===== src/rtl/rtbl_pkg.sv =====
`timescale 1ns / 1ps
// ----------------------------------------------------------------------------
// Route table package
// Shared types, operation and status codes for the IPv6 route table.
// ----------------------------------------------------------------------------
package rtbl_pkg;

  // Operation codes.
  localparam logic [2:0] OP_LOOKUP    = 3'd0;
  localparam logic [2:0] OP_ADD       = 3'd1;
  localparam logic [2:0] OP_REM_INDEX = 3'd2;
  localparam logic [2:0] OP_REM_MATCH = 3'd3;
  localparam logic [2:0] OP_IF_DOWN   = 3'd4;
  localparam logic [2:0] OP_READ      = 3'd5;

  // Status codes.
  localparam logic [2:0] ST_OK       = 3'd0;
  localparam logic [2:0] ST_NO_ROUTE = 3'd1;
  localparam logic [2:0] ST_DUP      = 3'd2;
  localparam logic [2:0] ST_FULL     = 3'd3;
  localparam logic [2:0] ST_BAD_IDX  = 3'd4;
  localparam logic [2:0] ST_NO_IFACE = 3'd5;

  localparam logic [7:0]  FULL_PREFIX   = 8'd128;
  localparam logic [31:0] WORST_METRIC  = 32'hffff_ffff;
  localparam logic [15:0] LL_MCAST      = 16'hff02;
  localparam int          DEF_TABLE_DEPTH = 64;

  // One stored route.
  typedef struct packed {
    logic [63:0] net_hi;
    logic [63:0] net_lo;
    logic [7:0]  plen;
    logic [63:0] gw_hi;
    logic [63:0] gw_lo;
    logic [7:0]  iface;
    logic [31:0] metric;
  } entry_t;

  // Contents of one cell: a route and a mark for a slot that holds no route.
  typedef struct packed {
    entry_t e;
    logic   hole;
  } slot_t;

  // Per-cell control from the sequencer.
  typedef struct packed {
    logic shift;
    logic pair_lo;
    logic pair_hi;
    logic wr;
  } cell_ctl_t;

  // Latched command.
  typedef struct packed {
    logic [2:0]  op;
    logic [63:0] addr_hi;
    logic [63:0] addr_lo;
    logic [7:0]  plen;
    logic [63:0] gw_hi;
    logic [63:0] gw_lo;
    logic [7:0]  iface;
    logic        given;
    logic [31:0] metric;
    logic [5:0]  idx;
  } cmd_t;

  // Running state of a lookup.
  typedef struct packed {
    logic [7:0]  longest;
    logic [31:0] shortest;
    logic        stopped;
  } lk_t;

  // Decisions made on the entry at the head of the chain.
  typedef struct packed {
    logic  upd;
    lk_t   lk_next;
    logic  take;
    logic  dup_hit;
    logic  drop;
    logic  read_hit;
  } head_res_t;

endpackage


===== src/rtl/rtbl_head.sv =====
`timescale 1ns / 1ps
// ----------------------------------------------------------------------------
// Route table head evaluator
// Judges the route at the head of the chain against the current command.
// ----------------------------------------------------------------------------
module rtbl_head (
  input  rtbl_pkg::cmd_t      cmd,
  input  rtbl_pkg::entry_t    e,
  input  logic                in_range,
  input  logic                at_idx,
  input  rtbl_pkg::lk_t       lk,
  input  logic                dup_found,
  output rtbl_pkg::head_res_t res
);
  import rtbl_pkg::*;

  logic [63:0] mask_hi;
  logic [63:0] mask_lo;
  logic [6:0]  lo_sh;
  logic        pmatch;
  logic        if_eq;
  logic        net_eq;
  logic        cand;
  logic [31:0] short_base;

  // Network masks from the stored prefix length.
  always_comb begin
    lo_sh = 7'(e.plen) - 7'd64;
    if (e.plen >= 8'd64) mask_hi = '1;
    else mask_hi = ~({64{1'b1}} >> e.plen);
    if (e.plen <= 8'd64) mask_lo = '0;
    else if (e.plen >= FULL_PREFIX) mask_lo = '1;
    else mask_lo = ~({64{1'b1}} >> lo_sh);
  end

  assign pmatch = (((cmd.addr_hi ^ e.net_hi) & mask_hi) == 64'd0) &&
                  (((cmd.addr_lo ^ e.net_lo) & mask_lo) == 64'd0);
  assign if_eq  = (e.iface == cmd.iface);
  assign net_eq = (e.net_hi == cmd.addr_hi) && (e.net_lo == cmd.addr_lo) &&
                  (e.plen == cmd.plen);

  // Longest prefix, then lowest metric, later entry winning a tie.
  assign cand = (cmd.op == OP_LOOKUP) && in_range && !lk.stopped && pmatch &&
                (!cmd.given || if_eq) && (e.plen >= lk.longest);
  assign short_base = (e.plen > lk.longest) ? WORST_METRIC : lk.shortest;

  always_comb begin
    res.upd              = cand;
    res.lk_next.longest  = e.plen;
    res.lk_next.shortest = short_base;
    res.lk_next.stopped  = lk.stopped;
    res.take             = 1'b0;
    if (cand && (e.metric <= short_base)) begin
      res.take             = 1'b1;
      res.lk_next.shortest = e.metric;
      res.lk_next.stopped  = (e.plen == FULL_PREFIX);
    end
    res.dup_hit = (cmd.op == OP_ADD) && in_range && !dup_found && net_eq &&
                  (e.gw_hi == cmd.gw_hi) && (e.gw_lo == cmd.gw_lo) && if_eq &&
                  (e.metric == cmd.metric);
    res.read_hit = (cmd.op == OP_READ) && in_range && at_idx;
    case (cmd.op)
      OP_REM_INDEX: res.drop = in_range && at_idx;
      OP_REM_MATCH: res.drop = in_range && net_eq && if_eq;
      OP_IF_DOWN:   res.drop = in_range && if_eq;
      default:      res.drop = 1'b0;
    endcase
  end

endmodule


===== config.mk =====
export PLATFORM = sky130hd
export DESIGN_NAME = rtbl_head
export DESIGN_NICKNAME = d
export VERILOG_FILES = /design/src/rtl/rtbl_pkg.sv /design/src/rtl/rtbl_head.sv
export SDC_FILE = /design/constraint.sdc
export NUM_CORES = 1
export LEC_CHECK = 0
export BUFFER_PORTS_ARGS = -buffer_cell sky130_fd_sc_hd__buf_2
export CAP_MARGIN = 10
export CORE_AREA = 8 8 269 271
export DETAILED_ROUTE_END_ITERATION = 8
export DIE_AREA = 0 0 277 279
export SLEW_MARGIN = 20
export SYNTH_ARGS = -nofsm -noshare
export SYNTH_HDL_FRONTEND = slang
export SYNTH_SLANG_ARGS = --single-unit

===== constraint.sdc =====
create_clock -name vclk -period 5.3
set_clock_uncertainty 0.1 [all_clocks]
set_input_delay 0.53 -clock vclk [all_inputs]
set_output_delay 0.53 -clock vclk [all_outputs]
set_load 0.005 [all_outputs]

# Word-level counts from Yosys, hierarchy flattened
# Cells that the tools add are included.
# classes
add_sub_neg	1
magnitude_cmp	6
n_eq_ne	13
n_shift	2
muxes	6
n_bitwise	6
reduce_logical	29
# op_table
op	count
64-bit equality test	4
64-bit 2-to-1 mux	3
64-bit bitwise AND	2
64-bit zero test	2
64-bit NOT	2
64-bit bitwise XOR	2
64-bit by 7-bit >> shifter with 64-bit output, first input constant	1
64-bit by 8-bit >> shifter with 64-bit output, first input constant	1
34-bit 2-to-1 mux	1
32-bit equality test	1
32-bit less-or-equal comparator	1
32-bit 2-to-1 mux	1
1-bit logical AND	22
8-bit equality test	2
8-bit equality test, second input constant	1
8-bit by 7-bit >= comparator with 1-bit output, second input constant	1
8-bit >= comparator	1
8-bit >= comparator, second input constant	1
8-bit > comparator	1
8-bit by 7-bit less-or-equal comparator with 1-bit output, second input constant	1
7-bit subtractor, second input constant	1
3-bit by 2-bit equality test with 1-bit output, second input constant	2
3-bit equality test, second input constant	2
3-bit by 1-bit equality test with 1-bit output, second input constant	1
other kinds (4)	6
# word_totals
ff_bits	0
in_bits	662
out_inout_bits	46
word_cells	63

# Depth between registers and ports, before layout
# depth
word_depth	13
mapped_depth	23
ltp_nobuf	18

# Worst setup path after synthesis
# OpenSTA, ideal clock, no wires.
# synth_timing
path_type	input port to output port
startpoint	in e[168] in the netlist's numbering
endpoint	out res[30] in the netlist's numbering
arrival_time_ns	4.333
t_required_ns	4.670
path_slack_ns	0.337
path_stages	23
path_buffers	5
path_cell_list	buf_2 -> buf_2 -> inv_1 -> ha_1 -> nor2b_1 -> o21ai_0 -> nand2b_1 -> a21oi_1 -> nor2_1 -> o22a_1 -> clkbuf_1 -> nor2_1 -> ha_1 -> a21o_1 -> a221o_1 -> a221oi_1 -> o21ai_0 -> nor3_1 -> nor3_1 -> or4b_1 -> buf_6 -> buf_8 -> mux2i_1
# synth_lines
item	line	text
from (decl)	rtbl_head.sv:8	input rtbl_pkg::entry_t e,
to (decl)	rtbl_head.sv:13	output rtbl_pkg::head_res_t res

==> flow_metrics.env <==
export IMPL_path_cells="buf_2 > ha_4 > nor2b_1 > o21ai_1 > nand2b_1 > a21oi_2 > nor2_1 > o22a_1 > buf_12 > nor2_4 > ha_1 > and2_1 > a221o_1 > a221oi_2 > o21ai_2 > nor3_2 > nor3_2 > or4b_4 > buf_12 > buf_16 > mux2i_1 > buf_2"
export IMPL_relSlewSlack_pct=31.2
export IMPL_drive_gt1_share_pct=47.2
export IMPL_firstDrtPassIters=5
export IMPL_hpwlAfterDp_um=54700
export IMPL_grt_pass1_vias=11500
export IMPL_core_um2=68000
export IMPL_max_stage_delay_ns=0.54
export IMPL_use_met2_pct=22.7
export IMPL_wl_per_cell_um=22.8
export IMPL_hp_class="in -> out"
export IMPL_syn_instance_count=1005
export IMPL_cpMaxStageDelayCell="or4b_4"
export IMPL_yosysMostFrequentCell="xnor2_1"
export IMPL_crit_buf_inv=5
export IMPL_drc=0
export IMPL_setup_viol=0
export IMPL_ant_nets=0
export IMPL_nClkBuffers=0
export IMPL_drt_iter0_drc=1033
export IMPL_initial_core_util_pct=10.2
export IMPL_fin_crit_ns=5.12
export IMPL_hold_worst_slack_ns=1.28
export IMPL_final_seq_area_um2=0
export IMPL_status="finished clean"
export IMPL_grt_overflow=0
export IMPL_worst_pin_slew_ns=1.02
export IMPL_io_buffer_count=702
export IMPL_seq_cells=0
export IMPL_finalInstanceArea_um2=12100
export IMPL_grt_total_usage_pct=14.1
export IMPL_placed_cell_area_um2=11800
export IMPL_synth_top_area_share_pct=16.5
export IMPL_die_height_um=279
export IMPL_vias=11100
export IMPL_yosysSeqAreaShare_pct=0
export IMPL_final_net_count=2443
export IMPL_rsz0062_at_grt="yes"
export IMPL_rows=96
export IMPL_cp_max_fo=14
export IMPL_die_x_um=277
export IMPL_syn_num_nets=1707
export IMPL_grtUsageMet3_pct=2.78
export IMPL_maxCapViolations=0
export IMPL_ys_warn_count=0
export IMPL_met1_usage_pct=19.5
export IMPL_synth_area_top_cells="xnor2_1, xor2_1, ha_1, inv_1, nand4_1"
export IMPL_synth_area_per_cell_um2=6.92
export IMPL_yosysTopAreaCell="xnor2_1"
export IMPL_start_kind="primary input"
export IMPL_syn_cell_area_um2=6960
export IMPL_die_area_um2=77300
export IMPL_gr_max_usage_layer="met2"
export IMPL_grt_pass1_wl_um=80700
export IMPL_cp_top_family="simple AND/OR/NAND/NOR gates"
export IMPL_fillers=7876
export IMPL_hold_viol=0
export IMPL_place_gp_congestion=0.958
export IMPL_worstSetupEndpointType="primary output"
export IMPL_antenna_found_initial=8
export IMPL_crit_type="in -> out"
export IMPL_grt_max_degree=43
export IMPL_wl_um=59900
export IMPL_slew_viol_final=0
export IMPL_cp_arrival_ns=4.49
export IMPL_cp_data_required_time_ns=4.67
export IMPL_syn2layout_area_growth_pct=73.7
export IMPL_synthDistinctLibCells=81
export IMPL_fmax_ghz=0.195
export IMPL_num_io_pins=708
export IMPL_via_per_inst=4.22
export IMPL_setup_tns_ns=0
export IMPL_synth_common_cells="xnor2_1, xor2_1, inv_1"
export IMPL_fin_crit_sh_pct=96.6
## metrics by stage
step / worst slack, ns / cells / util (%)
after global placement: -0.350 / 2615 / 17.4
after floorplan: 0.337 / 1005 / -
final: 0.182 / 2623 / 17.8
after global routing: -0.0194 / 2621 / 17.8
after detailed placement: -0.426 / 2615 / 17.4
after CTS: 0.0446 / 2620 / 17.6
## kinds of logic after synthesis
family | synth area share [%]
compound gates | 24.3
xor+xnor | 30.7
fa+ha+maj | 7.48
buf+inv | 9.87
mux | 4.68
simple gates | 23.0
## worst paths after layout
path,startpoint,slack (ns),cells past startpoint,end
worst max-delay path,e[169],0.18,22,res[12]
worst min-delay path,cmd[313],1.28,3,res[1]
## cells in the final DEF, fill, tap and decap left out, types with 4 or more instances in the layout
| master | instances |
|---|---|
| mux2i_1 | 31 |
| nand2_1 | 38 |
| a31oi_1 | 12 |
| a21o_1 | 9 |
| nor2_4 | 6 |
| o21ai_0 | 30 |
| nand3_1 | 24 |
| and2_1 | 5 |
| a221oi_1 | 20 |
| nor4_2 | 4 |
| buf_4 | 67 |
| nor3_1 | 24 |
| a22o_1 | 5 |
| ha_4 | 4 |
| a21oi_1 | 47 |
| a22oi_1 | 6 |
| buf_2 | 702 |
| nor4b_1 | 4 |
| inv_1 | 109 |
| nor3_2 | 4 |
| ha_1 | 36 |
| nor4_1 | 40 |
| o31ai_1 | 5 |
| nor2_1 | 56 |
| o211ai_1 | 6 |
| nor2b_1 | 4 |
| nand4_1 | 50 |
| o2111ai_1 | 6 |
| xnor2_1 | 131 |
| o2bb2ai_1 | 14 |
| o22ai_1 | 36 |
| nand2b_1 | 4 |
| nor2_2 | 5 |
| xor2_1 | 113 |
## layer usage
metal | share of wire [%] | up-vias
li1 | - | 5146
met1 | 44 | 5131
met2 | 45 | 722
met3 | 8.6 | 61
met4 | 2.2 | 2
met5 | 0.015 | -
## timing repair
action | in CTS | in global routing
gates cloned | 1 | 0
setup buffers | 4 | 1
hold endpoints to repair | 0 | 0
pin swaps | 8 | 11
setup endpoints to repair | 33 | 33
hold buffers | 0 | 0
gates resized for setup | 15 | 25
## final cells by class
cell class	count	area, µm²	area share (%)
multi-input combinational	854	6430	53.2
timing repair buffer	775	4130	34.2
tap	882	1100	9.13
inverter	110	413	3.42
antenna	2	5.00	0.0414
