**src/rtl/rtbl_pkg.sv**
```systemverilog
`timescale 1ns / 1ps
// ----------------------------------------------------------------------------
// Route table package
// Shared types, operation and status codes for the IPv6 route table.
// ----------------------------------------------------------------------------
package rtbl_pkg;

  // Operation codes.
  localparam logic [2:0] OP_LOOKUP    = 3'd0;
  localparam logic [2:0] OP_ADD       = 3'd1;
  localparam logic [2:0] OP_REM_INDEX = 3'd2;
  localparam logic [2:0] OP_REM_MATCH = 3'd3;
  localparam logic [2:0] OP_IF_DOWN   = 3'd4;
  localparam logic [2:0] OP_READ      = 3'd5;

  // Status codes.
  localparam logic [2:0] ST_OK       = 3'd0;
  localparam logic [2:0] ST_NO_ROUTE = 3'd1;
  localparam logic [2:0] ST_DUP      = 3'd2;
  localparam logic [2:0] ST_FULL     = 3'd3;
  localparam logic [2:0] ST_BAD_IDX  = 3'd4;
  localparam logic [2:0] ST_NO_IFACE = 3'd5;

  localparam logic [7:0]  FULL_PREFIX   = 8'd128;
  localparam logic [31:0] WORST_METRIC  = 32'hffff_ffff;
  localparam logic [15:0] LL_MCAST      = 16'hff02;
  localparam int          DEF_TABLE_DEPTH = 64;

  // One stored route.
  typedef struct packed {
    logic [63:0] net_hi;
    logic [63:0] net_lo;
    logic [7:0]  plen;
    logic [63:0] gw_hi;
    logic [63:0] gw_lo;
    logic [7:0]  iface;
    logic [31:0] metric;
  } entry_t;

  // Contents of one cell: a route and a mark for a slot that holds no route.
  typedef struct packed {
    entry_t e;
    logic   hole;
  } slot_t;

  // Per-cell control from the sequencer.
  typedef struct packed {
    logic shift;
    logic pair_lo;
    logic pair_hi;
    logic wr;
  } cell_ctl_t;

  // Latched command.
  typedef struct packed {
    logic [2:0]  op;
    logic [63:0] addr_hi;
    logic [63:0] addr_lo;
    logic [7:0]  plen;
    logic [63:0] gw_hi;
    logic [63:0] gw_lo;
    logic [7:0]  iface;
    logic        given;
    logic [31:0] metric;
    logic [5:0]  idx;
  } cmd_t;

  // Running state of a lookup.
  typedef struct packed {
    logic [7:0]  longest;
    logic [31:0] shortest;
    logic        stopped;
  } lk_t;

  // Decisions made on the entry at the head of the chain.
  typedef struct packed {
    logic  upd;
    lk_t   lk_next;
    logic  take;
    logic  dup_hit;
    logic  drop;
    logic  read_hit;
  } head_res_t;

endpackage

```
**src/rtl/rtbl_cell.sv**
```systemverilog
`timescale 1ns / 1ps
// ----------------------------------------------------------------------------
// Route table cell
// Holds one table slot; rotates, swaps holes toward the tail, or is written.
// ----------------------------------------------------------------------------
module rtbl_cell (
  input  logic               clk,
  input  rtbl_pkg::cell_ctl_t ctl,
  input  rtbl_pkg::entry_t   wr_e,
  input  rtbl_pkg::slot_t    rin,
  input  rtbl_pkg::slot_t    lin,
  output rtbl_pkg::slot_t    q
);
  import rtbl_pkg::*;

  slot_t data;

  // Rotation takes the right neighbor; a pair swap moves a hole one place up.
  always_ff @(posedge clk) begin
    if (ctl.wr) begin
      data <= '{e: wr_e, hole: 1'b0};
    end else if (ctl.shift) begin
      data <= rin;
    end else if (ctl.pair_lo && data.hole && !rin.hole) begin
      data <= rin;
    end else if (ctl.pair_hi && lin.hole && !data.hole) begin
      data <= lin;
    end
  end

  assign q = data;

endmodule

```
**config.mk**
```make
export PLATFORM = sky130hd
export DESIGN_NAME = rtbl_cell
export DESIGN_NICKNAME = d
export VERILOG_FILES = /design/src/rtl/rtbl_pkg.sv /design/src/rtl/rtbl_cell.sv
export SDC_FILE = /design/constraint.sdc
export NUM_CORES = 1
export LEC_CHECK = 0
export ABC_AREA = 0
export BUFFER_PORTS_ARGS = -buffer_cell sky130_fd_sc_hd__buf_2
export CAP_MARGIN = 20
export CORE_AREA = 2 2 474 476
export DETAILED_ROUTE_END_ITERATION = 10
export DIE_AREA = 0 0 476 478
export MAX_ROUTING_LAYER = met4
export PLACE_DENSITY = 0.34
export RECOVER_POWER = 100
export SLEW_MARGIN = 40
export SYNTH_ARGS = -nofsm -noshare
export SYNTH_HDL_FRONTEND = slang
export SYNTH_SLANG_ARGS = --single-unit
```
**constraint.sdc**
```tcl
create_clock -name clk -period 21.2 [get_ports clk]
set_input_delay 2.12 -clock clk [delete_from_list [all_inputs] [get_ports clk]]
set_output_delay 2.12 -clock clk [all_outputs]
set_load 0.05 [all_outputs]
```
======== Yosys cells after proc, flatten, opt, wreduce, memory -nomap -nowiden ========
Index checks and enable logic that the tools add are counted.
cells by class
  multiplexer cells ....................... 4
  reductions and logical operators ........ 8
operator list
  cell               number
  $mux 305           4
  $logic_and 1x1->1  4
  $reduce_bool 4->1  1
  $reduce_bool 3->1  1
  $logic_not 1->1    2
word-level totals
  register bits ........................... 305
  output and inout port bits .............. 305
  word-level logic and storage cells ...... 20

======== Logic depth before layout (Yosys ltp) ========
Gate-level depths: netlist of the first run.
  depth in word-level cells ............... 6
  mapped depth ............................ 7

======== Worst setup path after synthesis of the first run ========
OpenSTA, ideal clock, no wires.
  path type ............................... input to register
  start point ............................. input port ctl[0] (netlist bit)
  end point ............................... register data (netlist bit q[100]), enable pin
  setup time .............................. 3.037 ns
  arrival time ............................ 9.562 ns
  data required time ...................... 18.163 ns
  path slack .............................. 8.600 ns
  cell stages on the path ................. 6
  path buffers ............................ 4
  path through ............................ buf_4 > buf_6 > buf_4 > buf_2 > a31oi_1 > nand3_1
on the way
  cells in the longest elaborated chain, start to end .. 1
RTL lines
  what                                line             RTL
  start, declared                     rtbl_cell.sv:8   input rtbl_pkg::cell_ctl_t ctl,
  $reduce_bool 4->1 (no source line)  --
  end signal, assigned                rtbl_cell.sv:21  data <= '{e: wr_e, hole: 1'b0};
  end signal, assigned                rtbl_cell.sv:23  data <= rin;
  end signal, assigned                rtbl_cell.sv:25  data <= rin;
  end, declared                       rtbl_cell.sv:16  slot_t data;
Every way passes these cells.
A chain may end at the register's enable or synchronous reset.

======== Final worst setup path of the first run ========
  start point ............................. input port ctl[0] (netlist bit)
  end point ............................... register data (netlist bit q[96]), enable pin
The elaborated chain is that of the path after synthesis.

==> results of run 1 <==
[stage by stage]
step                instance area, um^2  hold slack [ns]  std cells  total power, mW  utilization
floorplan                         15930           0.8016       1432            1.139            -
global placement                  25110           0.6700       5480            1.392       0.1125
detailed placement                25140           0.6438       5482            1.393       0.1127
CTS                               26660           0.6580       5564            2.237       0.1195
global route                      26660           0.7085       5749            2.251       0.1195
finish                            26720           0.6768       5775            2.166       0.1197
[routing by layer]
| metal | up-vias | GRT usage | routed length, um |
|---|---|---|---|
| li1 | 8549 | - | - |
| met1 | 9338 | 0.1675 | 67180 |
| met2 | 1493 | 0.2277 | 76450 |
| met3 | 294 | 0.1137 | 32610 |
| met4 | 0 | 0.03525 | 5025 |
| met5 | - | - | 0 |
[cell usage in the layout, fill, tap and decap left out]
cell,netlist,routed
a211oi_1,1,1
a21oi_1,2,2
a31oi_1,2,2
a32oi_1,303,303
and3b_4,0,1
buf_12,0,1
buf_2,83,916
buf_4,17,25
buf_6,9,1
buf_8,0,1
bufinv_16,0,5
clkbuf_1,90,333
clkbuf_16,0,49
clkinv_1,0,7
clkinv_2,0,1
clkinv_4,0,3
clkinvlp_4,0,2
dfxtp_1,1,1
diode_2,0,208
edfxtp_1,304,304
inv_1,2,2
inv_6,0,2
nand2_1,1,1
nand3_1,1,1
nand3b_1,1,1
nor2_1,0,1
nor2b_1,1,1
nor3_1,1,1
o21ai_0,303,595
o21ai_1,304,12
[worst min-delay path: cells and delay by family, from the launching register on]
kind | cells | cell delay (ns)
flip-flops | 1 | 0.36
AND/OR/NAND/NOR | 2 | 0.20
AO/OA/AOI/OAI | 1 | 0.06
[power by group through the flow]
stage	combinational, mW	sequential, mW	clock [mW]
final	0.571	0.775	0.820
after global routing	0.601	0.781	0.869
after CTS	0.611	0.772	0.854
after detailed placement	0.610	0.782	0
after global placement	0.609	0.783	0
after floorplan	0.115	1.02	0
[final timing paths]
check | start | end | slack (ns) | depth (start not counted)
setup reg to reg | q[0] | q[96] | 14.08 | 5
hold reg to reg | q[0] | q[0] | 0.68 | 3
hold / removal | q[0] | q[0] | 0.68 | 3
setup / recovery | ctl[0] | q[96] | 9.89 | 5
[cell families after synthesis]
logic type,synth area share
buf+inv,0.06306
flops,0.5743
compound gates,0.3591
simple gates,0.003534
[Yosys cell counts]
cell / instances
inv_1: 2
edfxtp_1: 304
and3b_1: 1
clkbuf_1: 90
nor3_1: 1
buf_4: 17
o21ai_1: 304
nor2_8: 1
nand3b_1: 1
buf_1: 4
a31oi_1: 2
nand3_1: 1
dfxtp_1: 1
a21oi_1: 2
a211oi_1: 1
a32oi_1: 303
nor2b_1: 1
buf_6: 9
nand2_1: 1
o21ai_0: 303
buf_2: 83
[layout make-up]
| class | count | area [um^2] |
|---|---|---|
| fill | 25920 | 196400 |
| sequential | 305 | 9149 |
| timing repair buffer | 1264 | 6020 |
| multi-input combinational | 922 | 5766 |
| tap | 2992 | 3744 |
| clock buffer | 62 | 1275 |
| antenna | 208 | 520.5 |
| clock inverter | 20 | 240.2 |
| inverter | 2 | 7.507 |
==> reports/metrics.csv, run 1 <==
stage,metric,value,unit
outcome,status,finished with violations,
outcome,violations,"max-capacitance violations, max-slew violations",
logic_synthesis,syn_nets,2351,
worst_setup_path,path_cells,clkbuf_1 -> a31oi_1 -> nand3_1 -> clkbuf_1 -> clkbuf_1,
grt,grt_pass1_wl,219.9,mm
drt,routed_wl,181.3,mm
sta,worst_pin_slew,4.600,ns
clock_tree,cts_tree,built,
drt,drcViolationCount,0,
floorplanning,io_pins,1224,
floorplanning,initial_core_util,0.07139,
clock_tree,cts.sinks,305,
worst_setup_path,end_kind,flip-flop,
worst_setup_path,worst_ep_arrival_time,11.47,ns
worst_setup_path,crit_type,input port to flip-flop,
floorplanning,dieHeight,478,um
sta,post-route-period-util,0.5334,
sta,fin_skew,0.01325,ns
worst_setup_path,critPathSlowestCell,clkbuf_1,
sta,setup_viol,0,
cells_and_area,drive_above_1_share,0.3911,
logic_synthesis,syn_avg_cell_area,11.13,um^2
sta,fmax,88.44,MHz
cells_and_area,largest_register_ffs,305,
cells_and_area,layout.nets,3461,
sta,hold_viol_final,0,
grt,grtUsageTotal,0.1556,
clock_tree,cts.clk_slew.worst_paths,0.06,ns
power,pwr-share-clk,0.378,
grt,grt_overflow_total,0,
power,p_per_area,81.07,nW/um^2
sta,tns,0,ns
clock_tree,postCtsSetupBuffers,0,
power,swShare,0.3747,
power,p_int,1.354,mW
worst_setup_path,crit_fanout,97,
clock_tree,cts_buffers,47,
placed_design,dp.final_hpwl,155.4,mm
sta,slew_violations,688,
logic_synthesis,synth_largest_area_cell,edfxtp_1,
logic_synthesis,synthTopCellsByArea,"edfxtp_1, a32oi_1, o21ai_1, o21ai_0, buf_2",
power,switchingPower,811.8,uW
power,ir_drop,0.05027,mV
drt,dr.first_iter.drc_count,1538,
power,combPwrFrac,0.264,
power,p_seq_frac,0.358,
grt,grt_antenna_before_repair,361,
drt,vias_per_cell,3.407,
drt,dr.pass1.iters,7,
clock_tree,cts_hold_buf,0,
sta,rsz0062_at_grt,no,
logic_synthesis,synth_cells,1432,
sta,min_period,11.31,ns
worst_setup_path,crit_required,21.36,ns
placed_design,dp_slack,15.74,ns
sta,fin_ws,9.892,ns
logic_synthesis,synth.top_cell.area_share,0.5730,
sta,relSlewSlack,-2.067,
worst_setup_path,crit_family,buffers and inverters,
cells_and_area,area_growth,67.72,%
placed_design,io_buffer_count,1223,
placed_design,place_congestion,0.9271,
floorplanning,core,223200,um^2
logic_synthesis,synth.cell_area,15930,um^2
clock_tree,insertion_delay,0.65,ns
floorplanning,die-area,227500,um^2
logic_synthesis,ys_seq_elements,305,
hold_path,min_path_type,flip-flop to flip-flop,
worst_setup_path,startpoint_type,input port,
clock_tree,post_cts_resized,0,
clock_tree,cts_buffer_depth,3,
drt,vias,19670,
run,maxCapViolCount,14,
logic_synthesis,ys_seq_area_frac,0.5743,
worst_setup_path,crit_buf_inv,3,
worst_setup_path,crit_path_max_incr_delay,3.18,ns
grt,grt_pass1_vias,19030,
power,leakagePower,9.158,nW
drt,wl_per_cell,31.39,um
grt,grt_max_degree,98,
floorplanning,fp.dieW,476,um
logic_synthesis,ys.warnings.count,0,
clock_tree,clockRootBuffer,clkbuf_16,
drt,postRouteAntennaNets,0,
logic_synthesis,synth_cell_types,21,
floorplanning,std_cell_rows,174,
clock_tree,htreeDepth,2,
worst_setup_path,critPathMostFrequentCell,clkbuf_1,
Note: power is estimated with default switching activity, not from simulation.
==> inputs of run 2 (changes only) <==
==> constraint.sdc (replaced) <==
create_clock -name clk -period 10.95 [get_ports clk]
set_input_delay 1.095 -clock clk [delete_from_list [all_inputs] [get_ports clk]]
set_output_delay 1.095 -clock clk [all_outputs]
set_load 0.05 [all_outputs]
==> run 2 against run 1 <==
Effect of this change:
- the flow still finishes with violations (max-capacitance violations, max-slew violations)
- register-to-register slack got worse by 9.7 ns
- cell area increased by 0.59%
- core utilization increased by 0.071 points
- via count increased by 1.0%
- sequential power increased by 94%
- clock power increased by 100%
- power increased by 97%
==> reports/metrics.csv, run 2 (synthesized netlist as in run 1, its figures left out) <==
stage,metric,value,unit,change
outcome,status,finished with violations,,
outcome,violations,"max-capacitance violations, max-slew violations",,
clock_tree,postCtsSetupBuffers,0,,unchanged
grt,grt_pass1_vias,19090,,+0.33%
clock_tree,insertion_delay,0.66,ns,about the same
power,p_per_area,158.5,nW/um^2,+96%
worst_setup_path,worst_ep_arrival_time,7.54,ns,-3.93 ns
clock_tree,post_cts_resized,0,,unchanged
sta,rsz0062_at_grt,no,,
sta,fin_skew,0.02557,ns,+0.01232 ns
cells_and_area,fill_cells,25900,,-0.054%
cells_and_area,seq_area,9149,um^2,unchanged
floorplanning,core,223200,um^2,unchanged
grt,grtUsageTotal,0.1570,,+0.001367
placed_design,io_buffer_count,1223,,unchanged
floorplanning,dieHeight,478,um,unchanged
sta,worst_pin_slew,3.662,ns,-0.9386 ns
drt,wl_per_cell,31.64,um,+0.81%
sta,post-route-period-util,0.6500,,
sta,fmax,140.5,MHz,
clock_tree,clockRootBuffer,clkbuf_16,,
clock_tree,cts.sinks,305,,unchanged
grt,grt_antenna_before_repair,364,,+0.83%
clock_tree,cts_buffers,49,,+4.3%
power,ir_drop,0.1136,mV,+130%
clock_tree,htreeDepth,2,,unchanged
hold_path,worstHoldPathCells,3,,unchanged
drt,dr.first_iter.drc_count,1432,,-6.9%
drt,dr.pass1.iters,5,,-2
drt,vias,19880,,+1.0%
grt,grt_pass1_wl,221.7,mm,+0.83%
clock_tree,cts_tree,built,,
cells_and_area,multi_input_area,5778,um^2,+0.22%
sta,relSlewSlack,-1.441,,+0.6257
sta,hold_viol_final,0,,unchanged
power,total_power,4.261,mW,+97%
grt,grt_max_degree,115,,+17%
placed_design,dp_slack,6.355,ns,-9.383 ns
hold_path,min_path_type,flip-flop to flip-flop,,
worst_setup_path,crit_fanout,57,,-41%
worst_setup_path,crit_required,11.37,ns,-9.99 ns
clock_tree,cts.clk_slew.worst_paths,0.06,ns,about the same
sta,min_period,7.118,ns,
cells_and_area,drive_above_1_share,0.3947,,+0.003648
sta,fin_ws,3.832,ns,-6.060 ns
clock_tree,cts_hold_buf,0,,unchanged
floorplanning,initial_core_util,0.07139,,unchanged
worst_setup_path,r2r_cells,4,,-1
cells_and_area,area_growth,68.72,%,
floorplanning,std_cell_rows,174,,unchanged
floorplanning,io_pins,1224,,unchanged
clock_tree,cts_buffer_depth,3,,unchanged
floorplanning,die-area,227500,um^2,unchanged
cells_and_area,final_common_cell,buf_2,,
cells_and_area,layout_common_cells,"buf_2, o21ai_0, clkbuf_1, edfxtp_1, a32oi_1",,
cells_and_area,layout.nets,3455,,-0.17%
run,maxCapViolCount,9,,-5
placed_design,place_congestion,0.9267,,about the same
cells_and_area,largest_register_ffs,305,,unchanged
grt,grt_overflow_total,0,,unchanged
power,leakagePower,9.252,nW,+1.0%
drt,drcViolationCount,0,,unchanged
placed_design,dp.final_hpwl,155.9,mm,+0.33%
drt,postRouteAntennaNets,0,,unchanged
worst_setup_path,end_kind,flip-flop,,
sta,slew_violations,462,,-33%
drt,routed_wl,182.7,mm,+0.77%
worst_setup_path,startpoint_type,input port,,
floorplanning,fp.dieW,476,um,unchanged
drt,vias_per_cell,3.444,,+1.1%
sta,setup_viol,0,,unchanged
worst_setup_path,crit_type,input port to flip-flop,,
sta,tns,0,ns,unchanged
run 2: changes by cell type in the layout (fill, tap and decap cells not counted), moves of 2 or more:
cell       before  now
buf_16          0    2
clkinv_2        1   11
clkbuf_16      49   51
buf_4          25   12
buf_12          1    4
buf_6           1    7
clkinv_1        7    5
clkbuf_1      333  325
run 2: cell type report:
cell class	count	area share
flip-flops and latches	305	0.3404
repair buffers	1256	0.2266
multi-input cells	922	0.2150
well taps	2992	0.1393
clock buffers	62	0.04902
diodes	207	0.01927
clock inverters	27	0.01019
inverters	2	0.0002793
run 2: path summary, 6_finish.rpt:
check | end | slack [ns] | startpoint
max | q[175] | 3.83 | rin[0]
max reg2reg | q[172] | 4.38 | q[0]
min reg2reg | q[0] | 0.70 | q[0]
min | q[0] | 0.70 | q[0]
run 2: critical path: stages:
cell      delay, ns
clkbuf_1       0.45
nand3b_1       0.61
clkbuf_1       2.22
clkbuf_1       2.01
a32oi_1        0.58
o21ai_0        0.35
run 2: routing by layer:
| metal | vias to the layer above | global-route usage | wire length (um) |
|---|---|---|---|
| met5 | - | - | 0 |
| li1 | 8546 | - | - |
| met1 | 9619 | 0.1619 | 65000 |
| met3 | 295 | 0.1230 | 35500 |
| met2 | 1420 | 0.2304 | 77030 |
| met4 | 0 | 0.03926 | 5134 |
run 2: stage by stage:
step           hold slack, ns  utilization  cell area (um^2)  cells
2_1_floorplan          0.8016            -             15940   1432
3_3_place_gp           0.6720       0.1124             25090   5473
3_5_place_dp           0.6682       0.1127             25150   5475
4_1_cts                0.6130       0.1198             26740   5564
5_1_grt                0.6637       0.1202             26820   5751
6_report               0.7024       0.1205             26880   5773
run 2: report_power, final:
group | switching [mW] | internal (mW)
registers | 0.0515 | 1.45
logic | 0.859 | 0.245
clock network | 0.694 | 0.964
total | 1.60 | 2.66
==> inputs of run 3 (changes only) <==
--- a/config.mk
+++ b/config.mk
@@ -8,9 +8,9 @@
 export ABC_AREA = 0
 export BUFFER_PORTS_ARGS = -buffer_cell sky130_fd_sc_hd__buf_2
 export CAP_MARGIN = 20
-export CORE_AREA = 2 2 474 476
+export CORE_AREA = 2 2 478 480
 export DETAILED_ROUTE_END_ITERATION = 10
-export DIE_AREA = 0 0 476 478
+export DIE_AREA = 0 0 480 482
 export MAX_ROUTING_LAYER = met4
 export PLACE_DENSITY = 0.34
 export RECOVER_POWER = 100
==> constraint.sdc (replaced) <==
create_clock -name clk -period 6.2 [get_ports clk]
set_input_delay 0.62 -clock clk [delete_from_list [all_inputs] [get_ports clk]]
set_output_delay 0.62 -clock clk [all_outputs]
set_load 0.05 [all_outputs]
==> run 3 against run 2 <==
Effect of this change:
- the flow still finishes with violations (max-capacitance violations, max-slew violations)
- sequential power up 76%
- non-clock buffer count down 1
- cell area hardly changed
- core utilization fell by 0.18 points
- power increased by 70%
- register-to-register slack worse by 2.2 ns
- die area up 1.7%
- first-iteration DRC count fell by 18%
- routed wire length down 4.8%
- combinational power increased by 77%
- critical endpoint is now q[230]
- largest cell class unchanged
==> reports/metrics.csv, run 3 (synthesized netlist as in run 1, its figures left out) <==
stage,metric,value,unit,change
floorplanning,initial_core_util,0.07037,,-0.001026
clock_tree,cts.clk_slew.worst_paths,0.06,ns,about the same
cells_and_area,seq_area,9149,um^2,unchanged
grt,use_met3,0.1113,,-0.01174
worst_setup_path,crit_required,6.44,ns,-4.93 ns
clock_tree,cts.sinks,305,,unchanged
worst_setup_path,critPathSlowestCell,nand3_1,,
worst_setup_path,path_cells,nand3b_1 -> nand3_1 -> buf_12 -> clkbuf_1,,
clock_tree,clockRootBuffer,clkbuf_16,,
cells_and_area,drive_above_1_share,0.3959,,+0.001157
drt,dr.first_iter.drc_count,1179,,-18%
cells_and_area,fill_cells,26310,,+1.6%
cells_and_area,area_growth,68.56,%,about the same
drt,dr.pass1.iters,5,,unchanged
worst_setup_path,crit_type,flip-flop to flip-flop,,
outcome,violations,"max-capacitance violations, max-slew violations",,
grt,grt_pass1_vias,19000,,-0.48%
drt,drcViolationCount,0,,unchanged
worst_setup_path,end_kind,flip-flop,,
cells_and_area,multi_input_area,5778,um^2,unchanged
grt,grt_antenna_before_repair,331,,-9.1%
drt,vias_per_cell,3.367,,-2.2%
cells_and_area,layout_common_cells,"buf_2, o21ai_0, clkbuf_1, edfxtp_1, a32oi_1",,
cells_and_area,largest_register_ffs,305,,unchanged
sta,hold_viol_final,0,,unchanged
drt,vias,19450,,-2.2%
clock_tree,cts_hold_buf,0,,unchanged
sta,worst_pin_slew,1.700,ns,-1.962 ns
grt,use_met1,0.1508,,-0.01113
floorplanning,fp.dieW,480,um,+0.84%
worst_setup_path,worst_ep_arrival_time,4.29,ns,-3.25 ns
worst_setup_path,rrSetupSlack,2.15,ns,-2.23 ns
power,leakagePower,9.228,nW,-0.26%
floorplanning,dieHeight,482,um,+0.84%
hold_path,min_to,q[115],,
clock_tree,cts_buffers,48,,-2.0%
sta,rsz0062_at_grt,no,,
sta,fin_ws,2.151,ns,-1.682 ns
worst_setup_path,crit_family,simple AND/OR/NAND/NOR gates,,
floorplanning,std_cell_rows,175,,+0.57%
sta,tns,0,ns,unchanged
grt,top_usage_layer,met2,,
run,maxCapViolCount,2,,-7
drt,wl_per_cell,30.12,um,-4.8%
grt,grtUsageTotal,0.1464,,-0.01057
sta,fmax,247.0,MHz,
worst_setup_path,startpoint_type,flip-flop,,
cells_and_area,final_common_cell,buf_2,,
floorplanning,core,226400,um^2,+1.5%
placed_design,dp.final_hpwl,148.4,mm,-4.8%
sta,min_period,4.049,ns,
power,p_per_area,269.9,nW/um^2,+70%
sta,fin_skew,0.02030,ns,-0.005266 ns
floorplanning,io_pins,1224,,unchanged
outcome,status,finished with violations,,
worst_setup_path,r2r_start,q[0],,
worst_setup_path,r2r_cells,4,,unchanged
placed_design,dp_slack,2.988,ns,-3.367 ns
clock_tree,post_cts_resized,0,,unchanged
clock_tree,cts_tree,built,,
power,ir_drop,0.1689,mV,+49%
cells_and_area,layout.nets,3453,,-0.058%
sta,post-route-period-util,0.6531,,
clock_tree,insertion_delay,0.65,ns,about the same
drt,routed_wl,174.0,mm,-4.8%
clock_tree,htreeDepth,2,,unchanged
placed_design,place_congestion,0.9336,,+0.74%
sta,relSlewSlack,-0.1334,,+1.308
worst_setup_path,crit_buf_inv,2,,-1
grt,grt_overflow_total,0,,unchanged
hold_path,min-delay-start,wr_e[114],,
worst_setup_path,path_depth,4,,-2
worst_setup_path,crit_fanout,46,,-19%
placed_design,io_buffer_count,1223,,unchanged
grt,grt_max_degree,139,,+21%
drt,postRouteAntennaNets,0,,unchanged
worst_setup_path,worstReg2RegEnd,q[230],,
hold_path,min_path_type,input port to flip-flop,,
sta,slew_violations,57,,-88%
clock_tree,postCtsSetupBuffers,0,,unchanged
grt,grt_pass1_wl,212.2,mm,-4.3%
grt,met2_usage,0.2179,,-0.01252
sta,setup_viol,0,,unchanged
worst_setup_path,crit_path_max_incr_delay,1.38,ns,-0.84 ns
floorplanning,die-area,231400,um^2,+1.7%
hold_path,worstHoldPathCells,3,,unchanged
clock_tree,cts_buffer_depth,3,,unchanged
[run 3: cell count changes in the layout (fill, tap and decap cells not counted), moves of 5 or more]
| cell | previous run | this run |
|---|---|---|
| o21ai_0 | 596 | 602 |
| o21ai_1 | 11 | 5 |
| clkbuf_1 | 325 | 317 |
| diode_2 | 207 | 197 |
| buf_6 | 7 | 2 |
| buf_12 | 4 | 16 |
[run 3: power breakdown]
group | switching (mW) | internal (mW)
clock network | 1.13 | 1.52
registers | 0.0879 | 2.55
logic | 1.51 | 0.441
total | 2.73 | 4.51
[run 3: worst max-delay path by stage]
| stage | from | to | slack (ns) |
|---|---|---|---|
| final | q[0] | q[230] | 2.15 |
| after CTS | q[0] | q[112] | 3.34 |
| after floorplan | ctl[0] | q[100] | 1.39 |
| after global placement | ctl[0] | q[124] | 3.02 |
| after global routing | q[0] | q[233] | 1.78 |
| after detailed placement | ctl[2] | q[112] | 2.99 |
[run 3: final cells by class]
type / count / area share
Antenna cell: 197 / 0.01836
Clock buffer: 60 / 0.04720
Clock inverter: 25 / 0.007129
Inverter: 2 / 0.0002796
Multi-Input combinational cell: 922 / 0.2152
Sequential cell: 305 / 0.3407
Tap cell: 3009 / 0.1402
Timing Repair Buffer: 1255 / 0.2310
[run 3: layer usage]
layer / share of wire / up-vias
li1: - / 8505
met1: 0.37 / 9233
met2: 0.43 / 1401
met3: 0.17 / 307
met4: 0.031 / 0
met5: 0 / -
[run 3: per-stage QoR]
stage	std cells	hold WS, ns	utilization	area, um^2	power [mW]
floorplan	1432	0.7874	-	15940	3.863
global placement	5489	0.6028	0.1114	25230	4.749
detailed placement	5491	0.6418	0.1116	25260	4.750
CTS	5576	0.1726	0.1180	26720	7.509
global route	5757	0.2187	0.1184	26810	7.546
finish	5775	0.2640	0.1186	26850	7.249
[run 3: tightest hold or removal path, stage by stage]
cell and delay [ns]:
buf_2 0.08, a32oi_1 0.04, o21ai_0 0.06
